File: src/cdzr_pkg.sv
// Shared constants, types and address helper for the zero-padded conv2d/ReLU core.
package cdzr_pkg;

    localparam int MAX_SIDE        = 64;
    localparam int MAX_KERNEL_SIDE = 11;
    localparam int MAX_KERNELS     = 8;
    localparam int TAPS_PER_KERNEL = MAX_KERNEL_SIDE * MAX_KERNEL_SIDE;
    localparam int TAP_DEPTH       = MAX_KERNELS * TAPS_PER_KERNEL;
    localparam int PIX_DEPTH       = MAX_SIDE * MAX_SIDE;

    localparam int PIX_AW  = $clog2(PIX_DEPTH);
    localparam int TAP_AW  = $clog2(TAP_DEPTH);
    localparam int KIDX_W  = 3;
    localparam int POS_W   = 6;
    localparam int TIDX_W  = 4;
    localparam int PIX_W   = 8;
    localparam int COEF_W  = 16;
    localparam int PROD_W  = PIX_W + 1 + COEF_W;
    // 121 taps of at most 256 * 2^15 in magnitude stay below 2^30
    localparam int ACC_W   = 32;
    localparam int ACT_W   = 31;

    localparam int CFG_IDX_W  = 2;
    localparam int CFG_DATA_W = 7;
    localparam logic [CFG_IDX_W-1:0] CFG_IMAGE_SIDE  = 2'd0;
    localparam logic [CFG_IDX_W-1:0] CFG_KERNEL_SIDE = 2'd1;
    localparam logic [CFG_IDX_W-1:0] CFG_PAD_AMOUNT  = 2'd2;

    typedef enum logic [1:0] {
        OP_LOAD_PIXEL  = 2'd0,
        OP_LOAD_WEIGHT = 2'd1,
        OP_LOAD_BIAS   = 2'd2,
        OP_COMPUTE     = 2'd3
    } op_t;

    typedef struct packed {
        logic                     pix_we;
        logic                     w_we;
        logic                     b_we;
        logic [PIX_AW-1:0]        pix_addr;
        logic [TAP_AW-1:0]        tap_addr;
        logic signed [COEF_W-1:0] data;
    } store_wr_t;

    function automatic logic [TAP_AW-1:0] tap_addr(
        input logic [KIDX_W-1:0] k,
        input logic [TIDX_W-1:0] h,
        input logic [TIDX_W-1:0] l
    );
        return TAP_AW'(k) * TAP_AW'(TAPS_PER_KERNEL)
             + TAP_AW'(h) * TAP_AW'(MAX_KERNEL_SIDE)
             + TAP_AW'(l);
    endfunction

endpackage

File: src/cdzr_mac.sv
// Shared multiply-accumulate unit: registered pixel*weight product, then sum with bias.
module cdzr_mac (
    input  logic                               aclk,
    input  logic                               aresetn,
    input  logic                               clr,
    input  logic                               in_valid,
    input  logic [cdzr_pkg::PIX_W-1:0]         pixel,
    input  logic signed [cdzr_pkg::COEF_W-1:0] weight,
    input  logic signed [cdzr_pkg::COEF_W-1:0] bias,
    output logic signed [cdzr_pkg::ACC_W-1:0]  acc
);
    import cdzr_pkg::*;

    logic signed [PIX_W:0]    pix_s;
    logic signed [PROD_W-1:0] prod_next, prod_reg;
    logic signed [COEF_W-1:0] bias_reg;
    logic                     pv_reg;
    logic signed [ACC_W-1:0]  acc_reg, acc_next;

    assign pix_s     = $signed({1'b0, pixel});
    assign prod_next = PROD_W'(pix_s) * PROD_W'(weight);
    assign acc_next  = acc_reg + ACC_W'(prod_reg) + ACC_W'(bias_reg);

    always_ff @(posedge aclk) begin
        prod_reg <= prod_next;
        bias_reg <= bias;
    end

    always_ff @(posedge aclk) begin
        if (!aresetn) begin
            pv_reg  <= 1'b0;
            acc_reg <= '0;
        end else if (clr) begin
            pv_reg  <= 1'b0;
            acc_reg <= '0;
        end else begin
            pv_reg <= in_valid;
            if (pv_reg) begin
                acc_reg <= acc_next;
            end
        end
    end

    assign acc = acc_reg;

endmodule
File: config.mk
export PLATFORM = sky130hd
export DESIGN_NAME = cdzr_mac
export DESIGN_NICKNAME = d
export VERILOG_FILES = /design/src/cdzr_pkg.sv /design/src/cdzr_mac.sv
export SDC_FILE = /design/constraint.sdc
export NUM_CORES = 1
export LEC_CHECK = 0
export BUFFER_PORTS_ARGS = -buffer_cell sky130_fd_sc_hd__buf_2
export CAP_MARGIN = 10
export CORE_ASPECT_RATIO = 1.4
export CORE_MARGIN = 3
export CORE_UTILIZATION = 55
export CTS_BUF_LIST = sky130_fd_sc_hd__clkbuf_8
export CTS_CLUSTER_DIAMETER = 150
export DETAILED_ROUTE_END_ITERATION = 8
export PLACE_DENSITY_LB_ADDON = 0.2
export SLEW_MARGIN = 10
export SYNTH_ARGS = -nofsm -noshare
export SYNTH_HDL_FRONTEND = slang
export SYNTH_SLANG_ARGS = --single-unit
File: constraint.sdc
create_clock -name aclk -period 7.4 [get_ports aclk]
set_clock_uncertainty 0.05 [all_clocks]
set_input_delay 1.48 -clock aclk [delete_from_list [all_inputs] [get_ports aclk]]
set_output_delay 1.48 -clock aclk [all_outputs]
set_load 0.05 [all_outputs]
### Yosys cells after proc, flatten, opt, wreduce, memory -nomap -nowiden

Cells that the tools add are included.

| storage, ports and cells | value |
|---|---|
| bits in registers | 74 |

| operators by class | value |
|---|---|
| add/subtract/negate cells | 2 |
| bitwise gates (word level) | 1 |
| multipliers | 1 |
| reductions and logical operators | 1 |

Operator list:

| cell | number |
|---|---|
| 32-bit by 16-bit adder with 32-bit output | 1 |
| 32-bit by 25-bit adder with 32-bit output | 1 |
| 9-bit by 16-bit multiplier with 25-bit output | 1 |
| 2-bit OR reduction | 1 |
| 1-bit inverter | 1 |

### Logic depth before layout (Yosys ltp)

Gate-level depths: netlist of the first run.

| depth | value |
|---|---|
| word-level depth | 2 |
| depth in mapped cells | 19 |
| gate-level depth less buffers | 18 |

### Worst setup path after synthesis of the first run

No wires, ideal clock.

| timing | value |
|---|---|
| path type | input -> register |
| from | input port pixel[0] in the netlist's numbering |
| to | register prod_reg[24] |
| cell stages on the path | 18 |
| setup slack | 1.516 ns |
| data arrival time | 5.762 ns |
| library setup time | 0.072 ns |
| path through | clkbuf_1 nand2_1 fa_1 inv_1 fa_1 fa_1 inv_1 fa_1 inv_1 ha_1 and3_1 and3_1 a211oi_1 o21ai_1 a211oi_1 nand3_1 a31oi_1 xnor2_1 |

| on the way | value |
|---|---|
| longest elaborated chain between the ends | 1 |

RTL lines:

| item | RTL line | text |
|---|---|---|
| start, declared | cdzr_mac.sv:7 | `input logic [cdzr_pkg::PIX_W-1:0] pixel,` |
| 9-bit by 16-bit multiplier with 25-bit output | cdzr_mac.sv:21 | `assign prod_next = PROD_W'(pix_s) * PROD_W'(weight);` |
| via prod_next[24] | cdzr_mac.sv:15 | `logic signed [PROD_W-1:0] prod_next, prod_reg;` |
| end signal, assigned | cdzr_mac.sv:25 | `prod_reg <= prod_next;` |
| end, declared | cdzr_mac.sv:15 |  |

The timed path passes the listed nets, and every way through them passes these cells.
A chain may end at the register's enable or synchronous reset.

### Worst setup path in the final report of the first run

Same ends and word-level chain as after synthesis.

==> flow_summary_export.csv, run 1 <==
group,metric,value,unit
floorplan,initial_utilization,56.6,%
global_routing,grt_pass1_wl,31600,um
synthesis,async_reset_ff_share,0,%
synthesis,yosysTopAreaCell,"fa_1",
synthesis,synth_edf_count,0,
setup_path,crit_type,"in -> reg",
synthesis,ys_types,57,
timing,fin_crit_sh,79.2,%
setup_path,endpoint_kind,"flip-flop",
global_routing,gr-total-overflow,0,
cts,cts_buffers,9,
timing,fmax,171,MHz
floorplan,rows,54,
layout,regArea,1480,um2
setup_path,critPathMaxStageDelay,0.55,ns
synthesis,syn_area_per_cell,9.17,um2
timing,hold_viol_final,0,
cts,clkLatencyLatePin,0.36,ns
place,dp.final_hpwl,14900,um
setup_path,cp_num_buf_inv,4,
route,num_vias,6522,
cts,cts_resized,0,
setup_path,cp_max_fo,16,
place,port_buffers,75,
synthesis,synth_seq_area_share,16.7,%
floorplan,core_area,15700,um2
run_status,outcome,"finished clean",
cts,htreeDepth,3,
synthesis,synth_top_cells_by_area,"fa_1, dfxtp_1, ha_1",
synthesis,postSynthCellCount,967,
setup_path,cp.depth,18,
power_and_ir_drop,p_leak,4.86,nW
setup_path,worstPathRequired,7.63,ns
cts,cts_root_buf,"clkbuf_8",
cts,cts_tree,"done",
timing,max_slew_margin,33.8,%
route,drt-total-wl,18000,um
hold_path,hp-class,"reg -> reg",
floorplan,dieArea,17700,um2
layout,drive_gt1_share,10.4,%
layout,largest_reg_flops,32,
setup_path,path_common_cell,"fa_1",
layout,diodes,0,
floorplan,pin_count,76,
setup_path,cp-start-kind,"primary input",
global_routing,grt.total_usage,21.7,%
timing,tns,0,ns
timing,period_minus_slack,5.86,ns
timing,slew_viol_final,0,
setup_path,reg2reg_depth,10,
layout,final_util,61.3,%
timing,hold_ws,0.425,ns
route,ant_nets,0,
setup_path,critPathTopFamily,"adder cells",
place,gp_congestion,0.883,
layout,fin_nets,1287,
timing,setup_slack,1.54,ns
route,wire_per_inst,14.6,um
synthesis,netlist_area,8870,um2
floorplan,die_h,156,um
cts,cts_max_path_buffers,2,
floorplan,die_w,113,um
cts,post_cts_buffers,0,
timing,worst_pin_slew,0.992,ns
timing,rsz0062_at_grt,"false",
place,pre_cts_ws,1.16,ns
layout,fin_cells,1230,
route,drcViolationCount,0,
synthesis,synthesis.nets,1225,
global_routing,antenna_found_initial,0,
synthesis,yosys_warnings,0,
cts,holdBufCountCts,0,
global_routing,grt_max_degree,33,
hold_path,holdPathStages,2,
route,vias_per_cell,5.30,
power_and_ir_drop,power.density,378,nW/um2
power_and_ir_drop,ir_drop,0.000243,V
layout,fillers,1410,
layout,area_growth,8.32,%
synthesis,synth_top_cell_area_share,30.2,%
route,drt_pre_antenna_iters,5,
synthesis,ys_ff_latch,74,
global_routing,grt_pass1_vias,6968,
setup_path,crit_slowest_cell,"fa_1",
timing,setup_viol,0,
place,dp_cells,1214,
setup_path,crit_chain,"buf_2 > nand2_1 > fa_1 > inv_1 > fa_1 > fa_1 > inv_1 > fa_1 > inv_1 > ha_1 > and3_1 > and3_1 > a211oi_1 > o21ai_1 > a211oi_1 > nand3_1 > a31oi_1 > xnor2_1",
layout,multi_input_area,6670,um2
setup_path,arrival,6.10,ns
job,drv_cap,0,
cts,clkSlewWorstSetupHoldPaths,0.08,ns
route,drt_iter0_drc,340,
cts,clock_sinks,74,
synthesis,synthFlopType,"dfxtp_1",
-- routing by layer --
metal | wire [um] | up-vias | global-route usage, %
met5 | 0 | - | 0
met2 | 9350 | 126 | 40.0
met1 | 7760 | 3136 | 27.3
met3 | 577 | 26 | 1.66
li1 | - | 3234 | -
met4 | 322 | 0 | 6.24
-- area by class of cell --
type	count	area share, %
multi-input cells	703	69.4
clock buffers	9	1.29
flip-flops and latches	74	15.4
repair buffers	78	4.14
inverters	163	6.37
well taps	196	2.55
clock inverters	7	0.859
-- power breakdown --
part,internal [W],switching (W)
Sequential,0.000505,0.0000720
Combinational,0.00120,0.00153
Clock,0.000162,0.000170
-- per-stage QoR --
stage                     power (W)  area [um2]
after global placement      0.00326        9400
after CTS                   0.00366        9610
after detailed placement    0.00330        9400
final                       0.00363        9610
after floorplan             0.00281        8870
after global routing        0.00405        9610
-- cell usage after synthesis (4+ instances only) --
cell type and count:
a21oi_1 39, dfxtp_1 74, nand2_1 81, o31ai_1 6
nand4_1 9, and3_1 6, o21ai_0 22, o21bai_1 8
fa_1 134, nand3_1 16, nor2b_1 4, clkbuf_1 22
mux2i_1 12, nor2_1 49, and2_1 77, a211oi_1 14
o21ai_1 4, a21o_1 26, o21a_1 12, nand2b_1 4
o22ai_1 4, nor3_1 7, inv_1 162, ha_1 80
xnor2_1 33, xor2_1 16
-- layout by cell type (no fill, tap or decap), types with 26 or more instances in the layout --
master   instances
fa_1           134
ha_1            80
and2_1          77
dfxtp_1         74
xnor2_1         33
buf_2           75
nor2_1          49
a21o_1          26
a21oi_1         39
inv_1          162
nand2_1         81
-- kinds of logic after synthesis --
kind of cell,Yosys count,share of synthesized area (%)
fa+ha+maj,214,41.5
simple gates,265,14.9
flops,74,16.7
mux,12,1.35
buf+inv,190,8.15
compound gates,163,12.5
xor+xnor,49,4.84
-- worst min-delay path: cells and delay by family (launching register included) --
family             cells  cell delay (ns)
AOI/OAI and AO/OA      1             0.05
DFF                    1             0.33
and+or+nand+nor        1             0.06
-- path summary, 6_finish.rpt --
path / start / to / slack [ns]
setup / recovery: pixel[0] / prod_reg[24]$_DFF_P_ / 1.54
hold / removal: acc[31]$_SDFFE_PP0P_ / acc[31]$_SDFFE_PP0P_ / 0.42
setup reg to reg: bias_reg[15]$_DFF_P_ / acc[29]$_SDFFE_PP0P_ / 3.41
hold reg to reg: acc[31]$_SDFFE_PP0P_ / acc[31]$_SDFFE_PP0P_ / 0.42
(Power assumes the default switching activity.)
==> run 2, diff against run 1 <==
==> constraint.sdc (replaced) <==
create_clock -name aclk -period 5.66 [get_ports aclk]
set_clock_uncertainty 0.05 [all_clocks]
set_input_delay 1.132 -clock aclk [delete_from_list [all_inputs] [get_ports aclk]]
set_output_delay 1.132 -clock aclk [all_outputs]
set_load 0.05 [all_outputs]
==> run 2 against run 1 <==
  * Sequential power is 30% higher
  * Flip-flop and latch count stayed put
  * Via count increased by 1.2%
  * Non-clock buffer count grew 16
  * Count of clock-buffer cells in the layout is the same
==> flow_summary_export.csv, run 2 (synthesis gave the netlist of run 1 again) <==
group,metric,value,unit
cts,clkLatencyLatePin,0.36,ns
cts,cts_root_buf,"clkbuf_8",
timing,rsz0062_at_grt,"false",
cts,cts_resized,0,
floorplan,die_h,156,um
layout,layout_commonest_cell,"inv_1",
layout,fillers,1396,
floorplan,core_area,15700,um2
cts,clkSlewWorstSetupHoldPaths,0.08,ns
global_routing,use_met3,2.13,%
floorplan,rows,54,
floorplan,initial_utilization,56.6,%
timing,hold_viol_final,0,
floorplan,dieArea,17700,um2
global_routing,grtUsageMet2,39.6,%
layout,diodes,0,
cts,cts_buffers,9,
setup_path,crit_type,"in -> reg",
setup_path,cp-start-kind,"primary input",
timing,setup_viol,0,
route,drt-total-wl,17900,um
layout,largest_reg_flops,32,
hold_path,hp-class,"reg -> reg",
route,wire_per_inst,14.4,um
global_routing,gr-total-overflow,0,
floorplan,pin_count,76,
layout,fin_nets,1303,
route,vias_per_cell,5.30,
global_routing,grt.total_usage,21.6,%
floorplan,die_w,113,um
timing,slew_viol_final,0,
cts,post_cts_buffers,0,
route,drt_iter0_drc,300,
power_and_ir_drop,power.density,500,nW/um2
route,drcViolationCount,0,
global_routing,grt.busiest_layer,"met2",
global_routing,antenna_found_initial,0,
global_routing,met1_usage,27.2,%
timing,fin_crit_sh,92.8,%
route,ant_nets,0,
place,gp_congestion,0.900,
timing,worst_pin_slew,0.801,ns
route,drt_pre_antenna_iters,5,
setup_path,endpoint_kind,"flip-flop",
place,port_buffers,75,
layout,drive_gt1_share,11.8,%
route,num_vias,6601,
cts,cts_tree,"done",
job,drv_cap,0,
cts,clock_sinks,74,
global_routing,grt_max_degree,33,
setup_path,cp_max_fo,16,
power_and_ir_drop,ir_drop,0.000384,V
setup_path,arrival,5.49,ns
layout,layout_common_cells,"inv_1, fa_1, nand2_1",
global_routing,grt_pass1_vias,6865,
setup_path,worstPathRequired,5.89,ns
layout,area_growth,9.83,%
cts,cts_max_path_buffers,2,
cts,holdBufCountCts,0,
layout,final_util,62.1,%
run_status,outcome,"finished clean",
cts,htreeDepth,3,
global_routing,grt_pass1_wl,31500,um
power_and_ir_drop,p_leak,4.94,nW
timing,period_minus_slack,5.25,ns
place,dp.final_hpwl,15100,um
timing,tns,0,ns
timing,max_slew_margin,46.2,%
timing,fmax,190,MHz
## run 2: cell types whose count changed in the layout (fill, tap and decap cells not counted)
cell,before,now
buf_12,0,1
buf_4,3,18
clkinv_4,0,2
clkinvlp_4,2,1
inv_6,3,2
## run 2: report_power, final
group	total, W	switching [W]	internal [W]
clock	0.000424	0.000213	0.000211
combinational	0.00370	0.00202	0.00168
sequential	0.000752	0.0000919	0.000660
total	0.00487	0.00232	0.00255
## run 2: worst max-delay path: stages
cell and delay (ns):
buf_2 0.26, nand2_1 0.13, fa_1 0.54, inv_1 0.05
fa_1 0.46, fa_1 0.49, inv_1 0.05, fa_1 0.52
inv_1 0.04, ha_1 0.31, a2111oi_0 0.41, o21ai_0 0.28
a211oi_1 0.26, buf_4 0.16, o31ai_1 0.07, a21oi_1 0.17
xnor2_1 0.13
## run 2: stage by stage
step                      cells  area (um2)  total power, W  setup slack, ns  hold WS, ns
after global placement     1230        9530         0.00440           0.0633        0.409
after detailed placement   1230        9530         0.00447          0.00804        0.417
final                      1246        9740         0.00487            0.408        0.424
after CTS                  1246        9740         0.00492            0.372        0.428
after global routing       1246        9740         0.00543           0.0852        0.465
after floorplan             967        8870         0.00367            0.124        0.532
## run 2: per-layer routing
| layer | vias up | part of all wire [%] |
|---|---|---|
| li1 | 3260 | - |
| met1 | 3196 | 43 |
| met2 | 120 | 53 |
| met3 | 25 | 2.8 |
| met4 | 0 | 1.8 |
| met5 | - | 0 |
## run 2: area by class of cell
| type | count | area, um2 | area share, % |
|---|---|---|---|
| Clock buffer | 9 | 124 | 1.27 |
| Clock inverter | 7 | 83.8 | 0.861 |
| Inverter | 163 | 612 | 6.28 |
| Multi-Input combinational cell | 703 | 6670 | 68.4 |
| Sequential cell | 74 | 1480 | 15.2 |
| Tap cell | 196 | 245 | 2.52 |
| Timing Repair Buffer | 94 | 531 | 5.45 |
## run 2: worst paths after layout
path	depth (start not counted)	slack, ns	start	end
worst min register to register	2	0.42	acc[31]$_SDFFE_PP0P_	acc[31]$_SDFFE_PP0P_
worst max register to register	10	2.06	bias_reg[15]$_DFF_P_	acc[29]$_SDFFE_PP0P_
worst min-delay path	2	0.42	acc[31]$_SDFFE_PP0P_	acc[31]$_SDFFE_PP0P_
worst max-delay path	17	0.41	pixel[2]	prod_reg[23]$_DFF_P_
==> run 3, diff against run 2 <==
--- a/config.mk
+++ b/config.mk
@@ -9,7 +9,7 @@
 export CAP_MARGIN = 10
 export CORE_ASPECT_RATIO = 1.4
 export CORE_MARGIN = 3
-export CORE_UTILIZATION = 55
+export CORE_UTILIZATION = 30
 export CTS_BUF_LIST = sky130_fd_sc_hd__clkbuf_8
 export CTS_CLUSTER_DIAMETER = 150
 export DETAILED_ROUTE_END_ITERATION = 8
==> run 3 against run 2 <==
  * Flip-flop and latch count stayed put
  * Critical endpoint unchanged
  * Wire length is 15% higher
  * Worst setup slack worse by 0.024 ns
  * Cell count is 15% higher
==> flow_summary_export.csv, run 3 (synthesis gave the netlist of run 1 again) <==
group,metric,value,unit
run_status,outcome,"finished clean",
cts,holdBufCountCts,0,
setup_path,rr_startpoint,"acc[0]$_SDFFE_PP0P_",
global_routing,antenna_found_initial,1,
timing,slew_viol_final,0,
place,dp_cells,1422,
layout,regArea,1480,um2
layout,fin_cells,1438,
setup_path,cp-start-kind,"primary input",
timing,hold_viol_final,0,
timing,setup_viol,0,
floorplan,die_h,209,um
timing,worst_pin_slew,0.819,ns
place,port_buffers,75,
layout,layout_common_cells,"inv_1, fa_1, nand2_1",
global_routing,grt_max_degree,33,
route,vias_per_cell,4.57,
layout,area_growth,13.2,%
cts,cts_max_path_buffers,2,
hold_path,hp-class,"reg -> reg",
route,num_vias,6573,
cts,cts_buffers,9,
timing,hold_ws,0.453,ns
global_routing,grt_pass1_wl,34900,um
hold_path,min_from,"acc[0]$_SDFFE_PP0P_",
timing,rsz0062_at_grt,"false",
floorplan,die_w,151,um
setup_path,endpoint_kind,"flip-flop",
route,ant_nets,0,
setup_path,crit_type,"in -> reg",
cts,htreeDepth,3,
job,drv_cap,0,
cts,clock_sinks,74,
power_and_ir_drop,ir_drop,0.000144,V
cts,cts_root_buf,"clkbuf_8",
layout,fillers,3028,
global_routing,gr-total-overflow,0,
layout,diodes,0,
setup_path,reg2reg_depth,14,
place,gp_congestion,0.847,
cts,clkLatencyLatePin,0.36,ns
floorplan,rows,73,
cts,cts_resized,0,
timing,fmax,190,MHz
cts,cts_tree,"done",
cts,clkSlewWorstSetupHoldPaths,0.09,ns
timing,fin_crit_sh,93.2,%
route,wire_per_inst,14.4,um
floorplan,pin_count,76,
route,drt_pre_antenna_iters,4,
power_and_ir_drop,power.density,493,nW/um2
layout,drive_gt1_share,12.9,%
floorplan,initial_utilization,30.8,%
setup_path,worstPathRequired,5.90,ns
hold_path,holdPathStages,2,
place,dp.final_hpwl,17600,um
route,drt_iter0_drc,223,
global_routing,grt_pass1_vias,6988,
layout,fin_nets,1316,
setup_path,rrSetupSlack,2.01,ns
floorplan,dieArea,31700,um2
setup_path,cp_max_fo,14,
layout,multi_input_area,6670,um2
layout,layout_commonest_cell,"inv_1",
hold_path,holdPathEnd,"acc[0]$_SDFFE_PP0P_",
route,drt-total-wl,20700,um
cts,post_cts_buffers,0,
timing,max_slew_margin,45.1,%
floorplan,core_area,28800,um2
setup_path,r2r-end,"acc[29]$_SDFFE_PP0P_",
global_routing,grt.total_usage,13.5,%
layout,largest_reg_flops,32,
timing,period_minus_slack,5.28,ns
route,drcViolationCount,0,
power_and_ir_drop,p_leak,5.00,nW
setup_path,arrival,5.51,ns
run 3: cell count changes in the layout (fill, tap and decap cells not counted), sizes merged:
cell / change
inv: +3
bufinv: -1
buf: +13
clkinvlp: -1
clkinv: -1
run 3: power by group:
group	internal [W]	switching (W)	leakage, nW
logic	0.00171	0.00208	4.29
registers	0.000660	0.0000951	0.613
clock network	0.000171	0.000234	0.0975
total	0.00254	0.00241	5.00
run 3: area by class of cell:
cell class / instances / area share (%)
flip-flops and latches: 74 / 14.8
inverters: 163 / 6.09
clock inverters: 7 / 0.635
multi-input cells: 703 / 66.4
repair buffers: 107 / 6.25
well taps: 375 / 4.67
clock buffers: 9 / 1.23
run 3: worst max path at each step:
stage / from / end / slack (ns)
after floorplan: pixel[0] / prod_reg[24]$_DFF_P_ / 0.12
after global placement: pixel[2] / prod_reg[24]$_DFF_P_ / 0.06
after detailed placement: pixel[3] / prod_reg[24]$_DFF_P_ / -0.03
after CTS: pixel[3] / prod_reg[24]$_DFF_P_ / 0.36
after global routing: pixel[2] / prod_reg[23]$_DFF_P_ / 0.04
final: pixel[2] / prod_reg[23]$_DFF_P_ / 0.38
run 3: critical path, cell delays in order:
cell and delay, ns:
buf_2 0.26, nand2_1 0.12, fa_1 0.55, inv_1 0.05
fa_1 0.47, fa_1 0.49, inv_1 0.05, fa_1 0.52
inv_1 0.04, ha_1 0.31, a2111oi_0 0.39, o21ai_0 0.28
a211oi_1 0.27, buf_4 0.16, o31ai_1 0.07, a21oi_1 0.20
xnor2_1 0.13
run 3: metrics by stage:
step           setup slack (ns)  TNS [ns]  total power [W]  utilization [%]  instance area, um2
2_1_floorplan             0.124         0          0.00367                -                8870
3_3_place_gp             0.0610         0          0.00457             34.3                9860
3_5_place_dp            -0.0313   -0.0313          0.00459             34.3                9860
4_1_cts                   0.361         0          0.00503             34.9               10000
5_1_grt                  0.0360         0          0.00557             34.9               10000
6_report                  0.384         0          0.00495             34.9               10000
run 3: per-layer routing:
layer | routed length (um) | track usage [%] | up-vias
li1 | - | - | 3290
met1 | 9160 | 17.1 | 3179
met2 | 10700 | 24.7 | 86
met3 | 458 | 1.36 | 16
met4 | 283 | 3.07 | 2
met5 | 20 | 0 | -
